<file path="src/design/rpoc_pkg.sv">
// ----------------------------------------------------------------------------
// rpoc_pkg
// Types and constants shared by the rectangle placement occupancy check.
// ----------------------------------------------------------------------------
`default_nettype none

package rpoc_pkg;

  localparam int MaxWidth   = 64;
  localparam int MaxHeight  = 64;
  localparam int RowIdxW    = (MaxHeight > 1) ? $clog2(MaxHeight) : 1;
  localparam int RowCntW    = $clog2(MaxHeight + 1);
  localparam int GridW      = 7;
  localparam int CoordW     = 8;
  localparam int SizeW      = 7;
  localparam int CfgIdxW    = 1;
  localparam int QueueDepth = 2;
  localparam int QPtrW      = (QueueDepth > 1) ? $clog2(QueueDepth) : 1;
  localparam int QCntW      = $clog2(QueueDepth + 1);

  typedef enum logic [CfgIdxW-1:0] {
    CfgGridWidth  = 1'b0,
    CfgGridHeight = 1'b1
  } cfg_reg_e;

  typedef enum logic [1:0] {
    KindNop,
    KindFail,
    KindPlace
  } rect_kind_e;

  typedef enum logic [1:0] {
    BkIdle,
    BkCheck,
    BkWrite
  } back_state_e;

  typedef struct packed {
    logic signed [CoordW-1:0] rect_x;
    logic signed [CoordW-1:0] rect_y;
    logic [SizeW-1:0]         rect_w;
    logic [SizeW-1:0]         rect_h;
    logic                     last_of_set;
  } rpoc_rect_t;

  typedef struct packed {
    logic set_valid_so_far;
    logic end_of_set;
  } rpoc_result_t;

  typedef struct packed {
    rect_kind_e            kind;
    logic [RowIdxW-1:0]    row_first;
    logic [RowCntW-1:0]    row_cnt;
    logic [MaxWidth-1:0]   col_mask;
    logic                  last;
  } rpoc_entry_t;

  typedef struct packed {
    logic empty;
    logic full;
  } rpoc_qstat_t;

endpackage

`default_nettype wire

</file>
<file path="src/design/rpoc_front.sv">
// ----------------------------------------------------------------------------
// rpoc_front
// Holds the grid registers, accepts rectangles and classifies each one.
// ----------------------------------------------------------------------------
`default_nettype none

module rpoc_front import rpoc_pkg::*; (
  input  wire logic               clk_i,
  input  wire logic               rst_ni,
  input  wire logic               start_i,
  input  wire logic               full_i,
  input  wire rpoc_rect_t         rect_i,
  input  wire logic               cfg_valid_i,
  input  wire logic [CfgIdxW-1:0] cfg_index_i,
  input  wire logic [GridW-1:0]   cfg_data_i,
  output logic                    push_o,
  output rpoc_entry_t             entry_o
);

  logic [GridW-1:0] grid_width_q, grid_width_d;
  logic [GridW-1:0] grid_height_q, grid_height_d;
  logic [8:0]       gw, gh, x_end, y_end, x_lo, y_lo;
  logic             zero_area, out_of_bounds;

  always_comb begin
    grid_width_d  = grid_width_q;
    grid_height_d = grid_height_q;
    if (cfg_valid_i) begin
      case (cfg_reg_e'(cfg_index_i))
        CfgGridWidth:  grid_width_d  = cfg_data_i;
        CfgGridHeight: grid_height_d = cfg_data_i;
        default: ;
      endcase
    end
  end

  always_ff @(posedge clk_i or negedge rst_ni) begin
    if (!rst_ni) begin
      grid_width_q  <= GridW'(64);
      grid_height_q <= GridW'(64);
    end else begin
      grid_width_q  <= grid_width_d;
      grid_height_q <= grid_height_d;
    end
  end

  // Oversized grids are clamped to the bitmap size.
  always_comb begin
    gw = (9'(grid_width_q) > 9'(MaxWidth)) ? 9'(MaxWidth) : 9'(grid_width_q);
    gh = (9'(grid_height_q) > 9'(MaxHeight)) ? 9'(MaxHeight) : 9'(grid_height_q);
    x_lo  = 9'(rect_i.rect_x[CoordW-2:0]);
    y_lo  = 9'(rect_i.rect_y[CoordW-2:0]);
    x_end = x_lo + 9'(rect_i.rect_w);
    y_end = y_lo + 9'(rect_i.rect_h);
    zero_area     = (rect_i.rect_w == '0) || (rect_i.rect_h == '0);
    out_of_bounds = rect_i.rect_x[CoordW-1] || rect_i.rect_y[CoordW-1] ||
                    (x_end > gw) || (y_end > gh);
  end

  always_comb begin
    push_o            = start_i && !full_i;
    entry_o.last      = rect_i.last_of_set;
    entry_o.row_first = RowIdxW'(y_lo);
    entry_o.row_cnt   = RowCntW'(rect_i.rect_h);
    for (int c = 0; c < MaxWidth; c++) begin
      entry_o.col_mask[c] = (9'(c) >= x_lo) && (9'(c) < x_end);
    end
    if (zero_area) begin
      entry_o.kind = KindNop;
    end else if (out_of_bounds) begin
      entry_o.kind = KindFail;
    end else begin
      entry_o.kind = KindPlace;
    end
  end

endmodule

`default_nettype wire

</file>
<file path="src/design/rpoc_queue.sv">
// ----------------------------------------------------------------------------
// rpoc_queue
// Short FIFO of classified rectangles between the front and the back.
// ----------------------------------------------------------------------------
`default_nettype none

module rpoc_queue import rpoc_pkg::*; (
  input  wire logic        clk_i,
  input  wire logic        rst_ni,
  input  wire logic        push_i,
  input  wire rpoc_entry_t entry_i,
  input  wire logic        pop_i,
  output rpoc_entry_t      entry_o,
  output rpoc_qstat_t      stat_o
);

  rpoc_entry_t       slot_q [QueueDepth];
  logic [QPtrW-1:0]  wr_ptr_q, rd_ptr_q;
  logic [QCntW-1:0]  count_q;
  logic              do_push, do_pop;

  always_comb begin
    stat_o.empty = (count_q == '0);
    stat_o.full  = (count_q == QCntW'(QueueDepth));
    do_push      = push_i && !stat_o.full;
    do_pop       = pop_i && !stat_o.empty;
    entry_o      = slot_q[rd_ptr_q];
  end

  always_ff @(posedge clk_i) begin
    if (do_push) begin
      slot_q[wr_ptr_q] <= entry_i;
    end
  end

  always_ff @(posedge clk_i or negedge rst_ni) begin
    if (!rst_ni) begin
      wr_ptr_q <= '0;
      rd_ptr_q <= '0;
      count_q  <= '0;
    end else begin
      if (do_push) begin
        wr_ptr_q <= (wr_ptr_q == QPtrW'(QueueDepth - 1)) ? '0 : wr_ptr_q + 1'b1;
      end
      if (do_pop) begin
        rd_ptr_q <= (rd_ptr_q == QPtrW'(QueueDepth - 1)) ? '0 : rd_ptr_q + 1'b1;
      end
      count_q <= count_q + QCntW'(do_push) - QCntW'(do_pop);
    end
  end

endmodule

`default_nettype wire

</file>
<file path="src/design/rpoc_back.sv">
// ----------------------------------------------------------------------------
// rpoc_back
// Owns the row bitmap: checks each placeable rectangle row by row, then marks it if no cell is taken.
// ----------------------------------------------------------------------------
`default_nettype none

module rpoc_back import rpoc_pkg::*; (
  input  wire logic        clk_i,
  input  wire logic        rst_ni,
  input  wire rpoc_qstat_t qstat_i,
  input  wire rpoc_entry_t entry_i,
  output logic             pop_o,
  output logic             done_o,
  output rpoc_result_t     result_o
);

  back_state_e         state_q, state_d;
  logic [RowIdxW-1:0]  row_q, row_d, first_q, first_d, pend_row_q, pend_row_d;
  logic [RowCntW-1:0]  left_q, left_d, cnt_q, cnt_d;
  logic [MaxWidth-1:0] mask_q, mask_d;
  logic                last_q, last_d, hit_q, hit_d, pend_q, pend_d;
  logic                flag_q, flag_d, done_q, done_d;
  rpoc_result_t        res_q, res_d;

  // Bitmap memory; a row whose valid bit is low reads as empty.
  logic [MaxWidth-1:0]  mem_q [MaxHeight];
  logic [MaxHeight-1:0] row_vld_q;
  logic [MaxWidth-1:0]  rd_data_q, row_eff, wr_data;
  logic                 rd_vld_bit_q;
  logic                 rd_en, wr_en, finish, ok, fin_last, flag_new;
  logic [RowIdxW-1:0]   rd_addr;

  assign row_eff = rd_vld_bit_q ? rd_data_q : '0;

  always_comb begin
    state_d    = state_q;
    row_d      = row_q;
    first_d    = first_q;
    left_d     = left_q;
    cnt_d      = cnt_q;
    mask_d     = mask_q;
    last_d     = last_q;
    hit_d      = hit_q;
    pend_d     = 1'b0;
    pend_row_d = row_q;
    pop_o      = 1'b0;
    rd_en      = 1'b0;
    rd_addr    = row_q;
    wr_en      = 1'b0;
    wr_data    = row_eff | mask_q;
    finish     = 1'b0;
    ok         = 1'b0;
    fin_last   = last_q;
    case (state_q)
      BkIdle: begin
        if (!qstat_i.empty) begin
          pop_o   = 1'b1;
          row_d   = entry_i.row_first;
          first_d = entry_i.row_first;
          left_d  = entry_i.row_cnt;
          cnt_d   = entry_i.row_cnt;
          mask_d  = entry_i.col_mask;
          last_d  = entry_i.last;
          hit_d   = 1'b0;
          case (entry_i.kind)
            KindPlace: state_d = BkCheck;
            KindFail: begin
              finish   = 1'b1;
              fin_last = entry_i.last;
            end
            default: begin
              finish   = 1'b1;
              ok       = 1'b1;
              fin_last = entry_i.last;
            end
          endcase
        end
      end
      BkCheck: begin
        if (left_q != '0) begin
          rd_en  = 1'b1;
          pend_d = 1'b1;
          row_d  = row_q + 1'b1;
          left_d = left_q - 1'b1;
        end
        if (pend_q && ((row_eff & mask_q) != '0)) begin
          hit_d = 1'b1;
        end
        if ((left_q == '0) && !pend_q) begin
          if (hit_q) begin
            finish  = 1'b1;
            state_d = BkIdle;
          end else begin
            state_d = BkWrite;
            row_d   = first_q;
            left_d  = cnt_q;
          end
        end
      end
      BkWrite: begin
        if (left_q != '0) begin
          rd_en  = 1'b1;
          pend_d = 1'b1;
          row_d  = row_q + 1'b1;
          left_d = left_q - 1'b1;
        end
        wr_en = pend_q;
        if ((left_q == '0) && !pend_q) begin
          finish  = 1'b1;
          ok      = 1'b1;
          state_d = BkIdle;
        end
      end
      default: state_d = BkIdle;
    endcase

    flag_new                 = flag_q && ok;
    done_d                   = finish;
    res_d.set_valid_so_far   = flag_new;
    res_d.end_of_set         = fin_last;
    flag_d                   = flag_q;
    if (finish) begin
      flag_d = fin_last ? 1'b1 : flag_new;
    end
  end

  always_ff @(posedge clk_i or negedge rst_ni) begin
    if (!rst_ni) begin
      state_q <= BkIdle;
      left_q  <= '0;
      pend_q  <= 1'b0;
      hit_q   <= 1'b0;
      flag_q  <= 1'b1;
      done_q  <= 1'b0;
    end else begin
      state_q <= state_d;
      left_q  <= left_d;
      pend_q  <= pend_d;
      hit_q   <= hit_d;
      flag_q  <= flag_d;
      done_q  <= done_d;
    end
  end

  always_ff @(posedge clk_i) begin
    row_q      <= row_d;
    first_q    <= first_d;
    cnt_q      <= cnt_d;
    mask_q     <= mask_d;
    last_q     <= last_d;
    pend_row_q <= pend_row_d;
    res_q      <= res_d;
  end

  // Valid bits: cleared together at reset and at the end of a set.
  always_ff @(posedge clk_i or negedge rst_ni) begin
    if (!rst_ni) begin
      row_vld_q <= '0;
    end else if (finish && fin_last) begin
      row_vld_q <= '0;
    end else if (wr_en) begin
      row_vld_q[pend_row_q] <= 1'b1;
    end
  end

  always_ff @(posedge clk_i) begin
    if (wr_en) begin
      mem_q[pend_row_q] <= wr_data;
    end
    if (rd_en) begin
      rd_data_q    <= mem_q[rd_addr];
      rd_vld_bit_q <= row_vld_q[rd_addr];
    end
  end

  assign done_o   = done_q;
  assign result_o = res_q;

endmodule

`default_nettype wire

</file>
<file path="src/design/rect_placement_occupancy_check_core.sv">
// ----------------------------------------------------------------------------
// Rectangle placement occupancy check
// Checks rectangles against a grid and an occupancy bitmap, one verdict each.
// ----------------------------------------------------------------------------
// Usage: a rectangle beat is taken at a rising edge where start is high and
// busy is low. busy rises only when the two-entry queue between the front
// and the back is full, so the front keeps taking beats while the back works.
// Each rectangle yields exactly one result beat: done_o is high for one
// cycle with result_o valid, and it must be captured in that cycle, since the
// receiver has no way to stall the block.
// Flow: a zero-area or out-of-bounds rectangle taken while the back is
// idle passes through the queue and the result register. A free rectangle that
// is in bounds makes two passes in the back: one pass reads and checks
// its h row words, one word per cycle, and a second pass reads them again
// and writes the marked words back, each write in the cycle after its read.
// If the check pass finds an occupied cell, the back finishes without the
// write pass. The verdict goes out through the result register. Throughput
// is set by the bitmap, one row word per cycle.
// The configuration channel (cfg_valid_i, cfg_ready_o, cfg_index_i,
// cfg_data_i) is always ready; index 0 is the grid width, index 1 the height.
// ----------------------------------------------------------------------------
`default_nettype none

module rect_placement_occupancy_check_core import rpoc_pkg::*; (
  input  wire logic               clk_i,
  input  wire logic               rst_ni,
  input  wire logic               start,
  output logic                    busy,
  input  wire rpoc_rect_t         rect_i,
  output logic                    done_o,
  output rpoc_result_t            result_o,
  input  wire logic               cfg_valid_i,
  output logic                    cfg_ready_o,
  input  wire logic [CfgIdxW-1:0] cfg_index_i,
  input  wire logic [GridW-1:0]   cfg_data_i
);

  // Reset clears the bitmap valid bits, sets the verdict flag and loads a
  // 64 by 64 grid; the end of a set clears the valid bits and sets the flag again.

  // Classified rectangles travel from the front to the back through the queue.
  rpoc_entry_t front_entry, queue_entry;
  rpoc_qstat_t qstat;
  logic        push, pop;

  // Writes go straight into the grid registers, so the channel never pushes back.
  assign cfg_ready_o = 1'b1;

  // busy reflects only the queue: the back may be mid-rectangle while the
  // front still accepts the next beat.
  assign busy = qstat.full;

  rpoc_front u_front (
    .clk_i       (clk_i),
    .rst_ni      (rst_ni),
    .start_i     (start),
    .full_i      (qstat.full),
    .rect_i      (rect_i),
    .cfg_valid_i (cfg_valid_i),
    .cfg_index_i (cfg_index_i),
    .cfg_data_i  (cfg_data_i),
    .push_o      (push),
    .entry_o     (front_entry)
  );

  rpoc_queue u_queue (
    .clk_i   (clk_i),
    .rst_ni  (rst_ni),
    .push_i  (push),
    .entry_i (front_entry),
    .pop_i   (pop),
    .entry_o (queue_entry),
    .stat_o  (qstat)
  );

  // The back holds the bitmap and the sticky verdict flag, and drives the
  // registered result beat.
  rpoc_back u_back (
    .clk_i    (clk_i),
    .rst_ni   (rst_ni),
    .qstat_i  (qstat),
    .entry_i  (queue_entry),
    .pop_o    (pop),
    .done_o   (done_o),
    .result_o (result_o)
  );

endmodule

`default_nettype wire

</file>
<file path="config.mk">
export PLATFORM = sky130hd
export DESIGN_NAME = rect_placement_occupancy_check_core
export DESIGN_NICKNAME = d
export VERILOG_FILES = /design/src/design/rpoc_pkg.sv /design/src/design/rpoc_front.sv /design/src/design/rpoc_queue.sv /design/src/design/rpoc_back.sv /design/src/design/rect_placement_occupancy_check_core.sv
export SDC_FILE = /design/constraint.sdc
export NUM_CORES = 2
export LEC_CHECK = 0
export BUFFER_PORTS_ARGS = -buffer_cell sky130_fd_sc_hd__buf_2
export CAP_MARGIN = 20
export CORE_MARGIN = 2
export CORE_UTILIZATION = 56
export CTS_CLUSTER_DIAMETER = 150
export DETAILED_ROUTE_END_ITERATION = 10
export PLACE_DENSITY = 0.78
export SLEW_MARGIN = 20
export SYNTH_ARGS = -nofsm -noshare
export SYNTH_HDL_FRONTEND = slang
export SYNTH_MEMORY_MAX_BITS = 65536
export SYNTH_SLANG_ARGS = --single-unit
</file>
<file path="constraint.sdc">
create_clock -name clk_i -period 7.1 [get_ports clk_i]
set_input_delay 0.71 -clock clk_i [delete_from_list [all_inputs] [get_ports clk_i]]
set_output_delay 0.71 -clock clk_i [all_outputs]
set_load 0.03 [all_outputs]
</file>
== After elaboration in Yosys (flattened, before gate mapping) ==
Memories as Yosys holds them, arrays and structs flattened. A register that Yosys moved wholly into a read port is not among the register bits.
Index checks and enable logic that the tools add are counted.
Cells by class
  divide/modulo/power cells: 0
  muxes and demuxes: 54
  shifts and indexed selects: 0
  bitwise gates (word level): 5
  reduce and logical (&&, ||, !) cells: 97
  $lt $le $gt $ge: 135
  eq/ne operators: 10
  $add $sub $neg: 8
  multipliers: 0
Operators with widths (number)
  less-than comparator 6 x 9 -> 1 bit (first input constant): 32
  greater-or-equal comparator 6 x 7 -> 1 bit (first input constant): 32
  2-to-1 mux 64 bit: 3
  less-than comparator 5 x 9 -> 1 bit (first input constant): 16
  OR 64 bit: 2
  greater-or-equal comparator 5 x 7 -> 1 bit (first input constant): 16
  logical AND 1 bit: 72
  less-than comparator 4 x 9 -> 1 bit (first input constant): 8
  bitwise AND 64 bit: 1
  nonzero test 64 bit: 1
  greater-or-equal comparator 4 x 7 -> 1 bit (first input constant): 8
  2-to-1 mux 7 bit: 6
  less-than comparator 3 x 9 -> 1 bit (first input constant): 4
  greater-or-equal comparator 3 x 7 -> 1 bit (first input constant): 4
  2-to-1 mux 1 bit: 26
  2-to-1 mux 6 bit: 4
  logical NOT 7 bit: 3
  one-hot mux 7 bit (3 select lines): 1
  greater-than comparator 9 bit: 2
  less-than comparator 1 x 9 -> 1 bit (first input constant): 2
  less-than comparator 2 x 9 -> 1 bit (first input constant): 2
  one-hot mux 6 bit (3 select lines): 1
  adder 7 x 7 -> 8 bit: 2
  greater-or-equal comparator 1 x 7 -> 1 bit (first input constant): 2
  other kinds (30): 59
Word-level totals
  output and inout bits: 5
  memories: 2
  word-level logic and storage cells: 332
  flip-flop bits (word level): 188
  bits in latches: 0
  memory bits (writable): 4256
  memory bits (read-only): 0
Memories
  u_back.mem_q: depth 64, width 64, read ports 1, clocked after memory_dff 1, write ports 1, line rpoc_back.sv:26  | logic [MaxWidth-1:0] mem_q [MaxHeight];
  u_queue.slot_q: depth 2, width 80, read ports 1, clocked after memory_dff 0, write ports 1, line rpoc_queue.sv:17  | rpoc_entry_t slot_q [QueueDepth];

== Longest topological paths before layout ==
An unclocked memory read counts as a cell.
  depth after elaboration: 8
  gate-level depth with buffers: 15

== Cells and area by module ==
A second synthesis with hierarchy kept.
Second synthesis, totals
  cells, all modules: 8771
  area total of the unflattened synthesis: 175336.9 um^2
Modules (own cells, without submodules)
  rpoc_back: times used 1, area each 166114.3 um^2, sequential area each 129560.5 um^2, cells an instance 8118
  rpoc_queue: times used 1, area each 6371.1 um^2, sequential area each 4904.7 um^2, cells an instance 267
  rpoc_front: times used 1, area each 2840.2 um^2, sequential area each 352.8 um^2, cells an instance 384
  rect_placement_occupancy_check_core: times used 1, area each 11.3 um^2, sequential area each 0.0 um^2, cells an instance 2

== Worst setup path before layout ==
No wires, ideal clock.
  path type: input-to-reg
  from: in start
  to: mem u_queue.slot_q[0][0] (netlist name) (enable)
  required time: 6.581 ns
  slack: 2.446 ns
  arrival: 4.135 ns
  stages: 2
  library setup time: 0.519 ns
  cells stage by stage: nand2_1 nor2_1
Between the ends
  word-level cells in the longest chain between the ends: 4
RTL lines
  start: declaration: line rect_placement_occupancy_check_core.sv:27  | input wire logic start,
  logical AND 1 bit: line rpoc_front.sv:61  | push_o = start_i && !full_i;
  logical AND 1 bit: line rpoc_queue.sv:25  | do_push = push_i && !stat_o.full;
  2-to-1 mux 1 bit: line rpoc_queue.sv:31  | if (do_push) begin
  2-to-1 mux 1 bit (not written as such): line rpoc_queue.sv:32  | slot_q[wr_ptr_q] <= entry_i;
  end: declaration: line rpoc_queue.sv:17
No other way between the ends.

== Final worst setup path ==
  from: reg u_back.state_q[0]
  to: mem u_back.mem_q[49][30] (enable)
Between the ends
  word-level cells in the longest chain between the ends: 4
RTL lines
  start: declaration: line rpoc_back.sv:17  | back_state_e state_q, state_d;
  start signal: assignment: line rpoc_back.sv:129  | state_q <= BkIdle;
  start signal: assignment: line rpoc_back.sv:136  | state_q <= state_d;
  equality test 2 bit: line rpoc_back.sv:54  | case (state_q)
  2-to-1 mux 1 bit: line rpoc_back.sv:54
  2-to-1 mux 1 bit: line rpoc_back.sv:167  | if (wr_en) begin
  2-to-1 mux 1 bit (not written as such): line rpoc_back.sv:168  | mem_q[pend_row_q] <= wr_data;
  end: declaration: line rpoc_back.sv:26
No other way between the ends.

==> impl_metrics.csv <==
group,metric,value,unit
clocking,clk_latency,1.01,ns
placement,numPortBuffers,46,
timing,finalHoldViolCount,0,
floorplanning,die-width,561,µm
floorplanning,ios,48,
layout,n_fill_cell,19200,
pwr,p_sw_frac,0.331,
synth,synth_seq_cells,4508,
timing,setup_viol,0,
timing,tns,0,ns
setup_path,worst-setup-path-type,"flip-flop to flip-flop",
setup_path,cp.required,7.69,ns
clocking,htree_levels,5,
synth,muxShareOfSynthArea,0.156,
timing,max_slew_margin,0.138,
grt,grt_usage,0.322,
synth,synth_xor_area_frac,0.00111,
grt,grt_pass1_wl,709000,µm
outcome,violations,"design-rule violations",
placement,gp_congestion,0.858,
synth,synth_enable_flop_cells,4405,
clocking,cts_buffers,423,
route,dr.pass1.iters,11,
grt,grt_pass1_vias,92700,
timing,finalCriticalPeriod,4.52,ns
setup_path,worstPathMaxFanout,30,
floorplanning,rows,204,
pwr,p_int,56.7,mW
floorplanning,core-area,309000,µm²
outcome,status,"finished with violations",
pwr,leakage,61.8,nW
grt,grt_overflow,0,
synth,yosysWarnings,0,
clocking,numClockSinks,4508,
timing,fmax,221,MHz
setup_path,cp-end-kind,"flip-flop",
grt,grt_max_degree,120,
clocking,clock_path_buffers,4,
synth,synth_compound_area_frac,0.0362,
synth,synth_fp_nets,8036,
synth,ys_seq_area_frac,0.776,
layout,drive_above_1_share,0.250,
setup_path,rrSetupSlack,2.58,ns
pwr,total_power,84.7,mW
pwr,p_seq_frac,0.433,
route,drc_errors,2,
route,drt-total-wl,511000,µm
pwr,p_comb_frac,0.296,
synth,synthCells,7954,
route,via_per_inst,7.29,
route,vias,93200,
setup_path,crit_path_start_kind,"flip-flop",
synth,async_flop_share,0.0211,
route,first_iter_violations,17600,
placement,hpwl,252000,µm
timing,rsz0062_at_grt,"false",
setup_path,slowest_delay,1.05,ns
pwr,clockPowerShare,0.270,
run,drv_cap,0,
timing,fin_skew,0.0908,ns
synth,synth_top_family_by_area,"multiplexers",
synth,avgSynthCellArea,21.9,µm²
setup_path,cp_cell_sequence,"inv_1 -> ha_1 -> nor2b_1 -> nand3_1 -> nor2_4 -> buf_4",
pwr,switchingPower,28.0,mW
synth,synthAdderAreaFrac,0.00289,
pwr,ir_worst_vdd,0.568,mV
hold_path,hp-class,"input pin to flip-flop",
setup_path,cp.arrival,5.11,ns
timing,tightest_slew,1.26,ns
layout,nNetsFinal,8364,
synth,synth_area,174000,µm²
floorplanning,die_y,561,µm
synth,synth_flop_cell,"edfxtp_1",
synth,synth_cell_type_count,78,
clocking,cts_setup_buffers,0,
route,wire_per_inst,40.0,µm
floorplanning,dieArea,315000,µm²
synth,yosys.area_share.simple,0.0139,
clocking,cts_root_buf,"clkbuf_16",
route,ant_nets,0,
setup_path,cp_slowest_cell,"nor2_4",
layout,syn2layout_area_growth,12.0,%
grt,antenna_found_initial,15,
timing,fin_crit_sh,0.637,
clocking,cts_tree,"yes",
timing,slew_violations,0,
floorplanning,initial_core_util,0.563,
pwr,powerDensity,435,nW/µm²
clocking,clk_pin_slew,0.06,ns
state kept, by name (all words and copies together), names as in the netlist, 6 cells and up:
register               flops
u_back.row_vld_q          64
u_queue.slot_q           160
u_back.mem_q            4096
u_back.pend_row_q          6
u_back.mask_q             64
u_back.rd_data_q          64
u_back.cnt_q               7
u_back.pend_row_d          6
u_back.first_q             6
u_front.grid_height_q      7
u_front.grid_width_q       7
u_back.left_q              7
final timing paths:
kind | startpoint | endpoint | depth (start not counted)
worst max-delay path | u_back.state_q[0] | u_back.mem_q[49][30] | 6
worst min register to register | u_back.row_vld_q[50] | u_back.row_vld_q[50] | 1
min in group asynchronous | rst_ni | u_back.row_vld_q[52] | 2
worst min-delay path | start | u_queue.wr_ptr_q | 3
max in group asynchronous | rst_ni | u_queue.rd_ptr_q | 3
worst max register to register | u_back.state_q[0] | u_back.mem_q[49][30] | 6
worst max-delay path: cells and delay by family, from the launching register on:
| kind | cells | cell delay, ns |
|---|---|---|
| adder cells (fa/ha/maj) | 1 | 0.61 |
| buffers and inverters | 2 | 0.95 |
| AND/OR/NAND/NOR | 3 | 2.08 |
| flip-flops | 1 | 0.43 |
cell usage in the layout, fill, tap and decap left out, drive strengths merged, types with 37 or more instances in the layout:
cell type,synthesis,routed
a221oi,71,71
a2111oi,55,55
o21ai,117,117
clkbuf,185,511
a21o,77,77
edfxtp,4405,4405
mux4,1024,1024
bufinv,0,44
clkinv,1,210
inv,28,39
dfrtp,92,92
o22ai,100,100
a21oi,192,192
nand2,282,282
o21a,68,68
buf,265,331
ha,37,37
mux2,94,94
mux2i,306,306
nor2,161,161
a211o,37,37
synth_stat cells, types with 8 or more instances:
cell type / number / area, µm²
edfxtp_1: 4405 / 132000
nand2_1: 282 / 1060
mux4_2: 1024 / 23100
ha_1: 37 / 463
a21oi_1: 192 / 961
o22ai_1: 100 / 626
a211o_1: 37 / 324
o31ai_1: 17 / 128
o221ai_1: 26 / 228
a31oi_1: 13 / 81.3
buf_6: 32 / 360
mux2i_1: 306 / 3060
xnor2_1: 16 / 140
dfxtp_1: 8 / 160
o21ai_1: 8 / 40.0
nor2b_1: 15 / 93.8
a221o_1: 8 / 80.1
buf_4: 44 / 330
o211ai_1: 15 / 113
nor3_1: 26 / 130
buf_1: 62 / 233
nand2b_1: 15 / 93.8
mux2_2: 94 / 1060
dfrtp_1: 92 / 2300
a2111oi_0: 55 / 482
buf_2: 121 / 606
o32ai_1: 17 / 149
nor2_1: 161 / 604
a21o_1: 77 / 578
inv_1: 27 / 101
o21a_1: 68 / 510
a221oi_1: 71 / 622
nand4_1: 14 / 87.6
a22o_1: 18 / 158
o21ai_0: 109 / 546
nand3_1: 17 / 85.1
clkbuf_1: 185 / 694
a22oi_1: 25 / 188
a211oi_1: 25 / 188
cell type report:
class	count	area, µm²	share of cell area
Antenna cell	12	30.0	0.000154
Clock buffer	511	11000	0.0563
Clock inverter	278	2960	0.0152
Inverter	29	120	0.000617
Multi-Input combinational cell	2967	37200	0.191
Sequential cell	4508	135000	0.693
Tap cell	4120	5150	0.0265
Timing Repair Buffer	353	3390	0.0174
metrics by stage:
stage	cells	area (µm²)	setup slack [ns]	hold WS, ns	util
after floorplan	7954	174000	2.45	0.343	-
after global placement	11900	180000	2.52	0.467	0.584
after detailed placement	12000	180000	2.73	0.474	0.584
after CTS	12800	195000	2.73	0.0596	0.630
after global routing	12800	195000	2.53	0.114	0.630
final	12800	195000	2.58	0.0972	0.630
layer usage:
layer	share of wire	track usage
met2	0.45	0.488
met1	0.32	0.410
met5	0.00015	0.000602
met3	0.16	0.113
met4	0.069	0.177
cell families (layout without fill, tap and decap cells):
| logic type | count (synthesis) | count (layout) |
|---|---|---|
| xor gates and xnor gates | 22 | 22 |
| adders and majority gates | 39 | 39 |
| muxes | 1424 | 1424 |
| buffers and inverters | 479 | 1171 |
| and+or+nand+nor | 569 | 569 |
| DFF | 4508 | 4508 |
| other | 1 | 13 |
| AOI/OAI and AO/OA | 912 | 912 |
power groups by stage:
stage / registers, mW / clock network [mW] / logic (mW)
CTS: 36.5 / 22.9 / 24.5
finish: 36.7 / 22.9 / 25.1
global placement: 36.9 / 0 / 23.3
detailed placement: 37.0 / 0 / 24.0
floorplan: 36.2 / 0 / 16.0
global route: 36.6 / 23.8 / 26.0
what timing repair did:
| action | 4_1_cts | 5_1_grt |
|---|---|---|
| hold endpoints to repair | 66 | 0 |
| resized for setup | 0 | 0 |
| hold buffers | 22 | 0 |
Note: power is estimated with default switching activity, not from simulation.
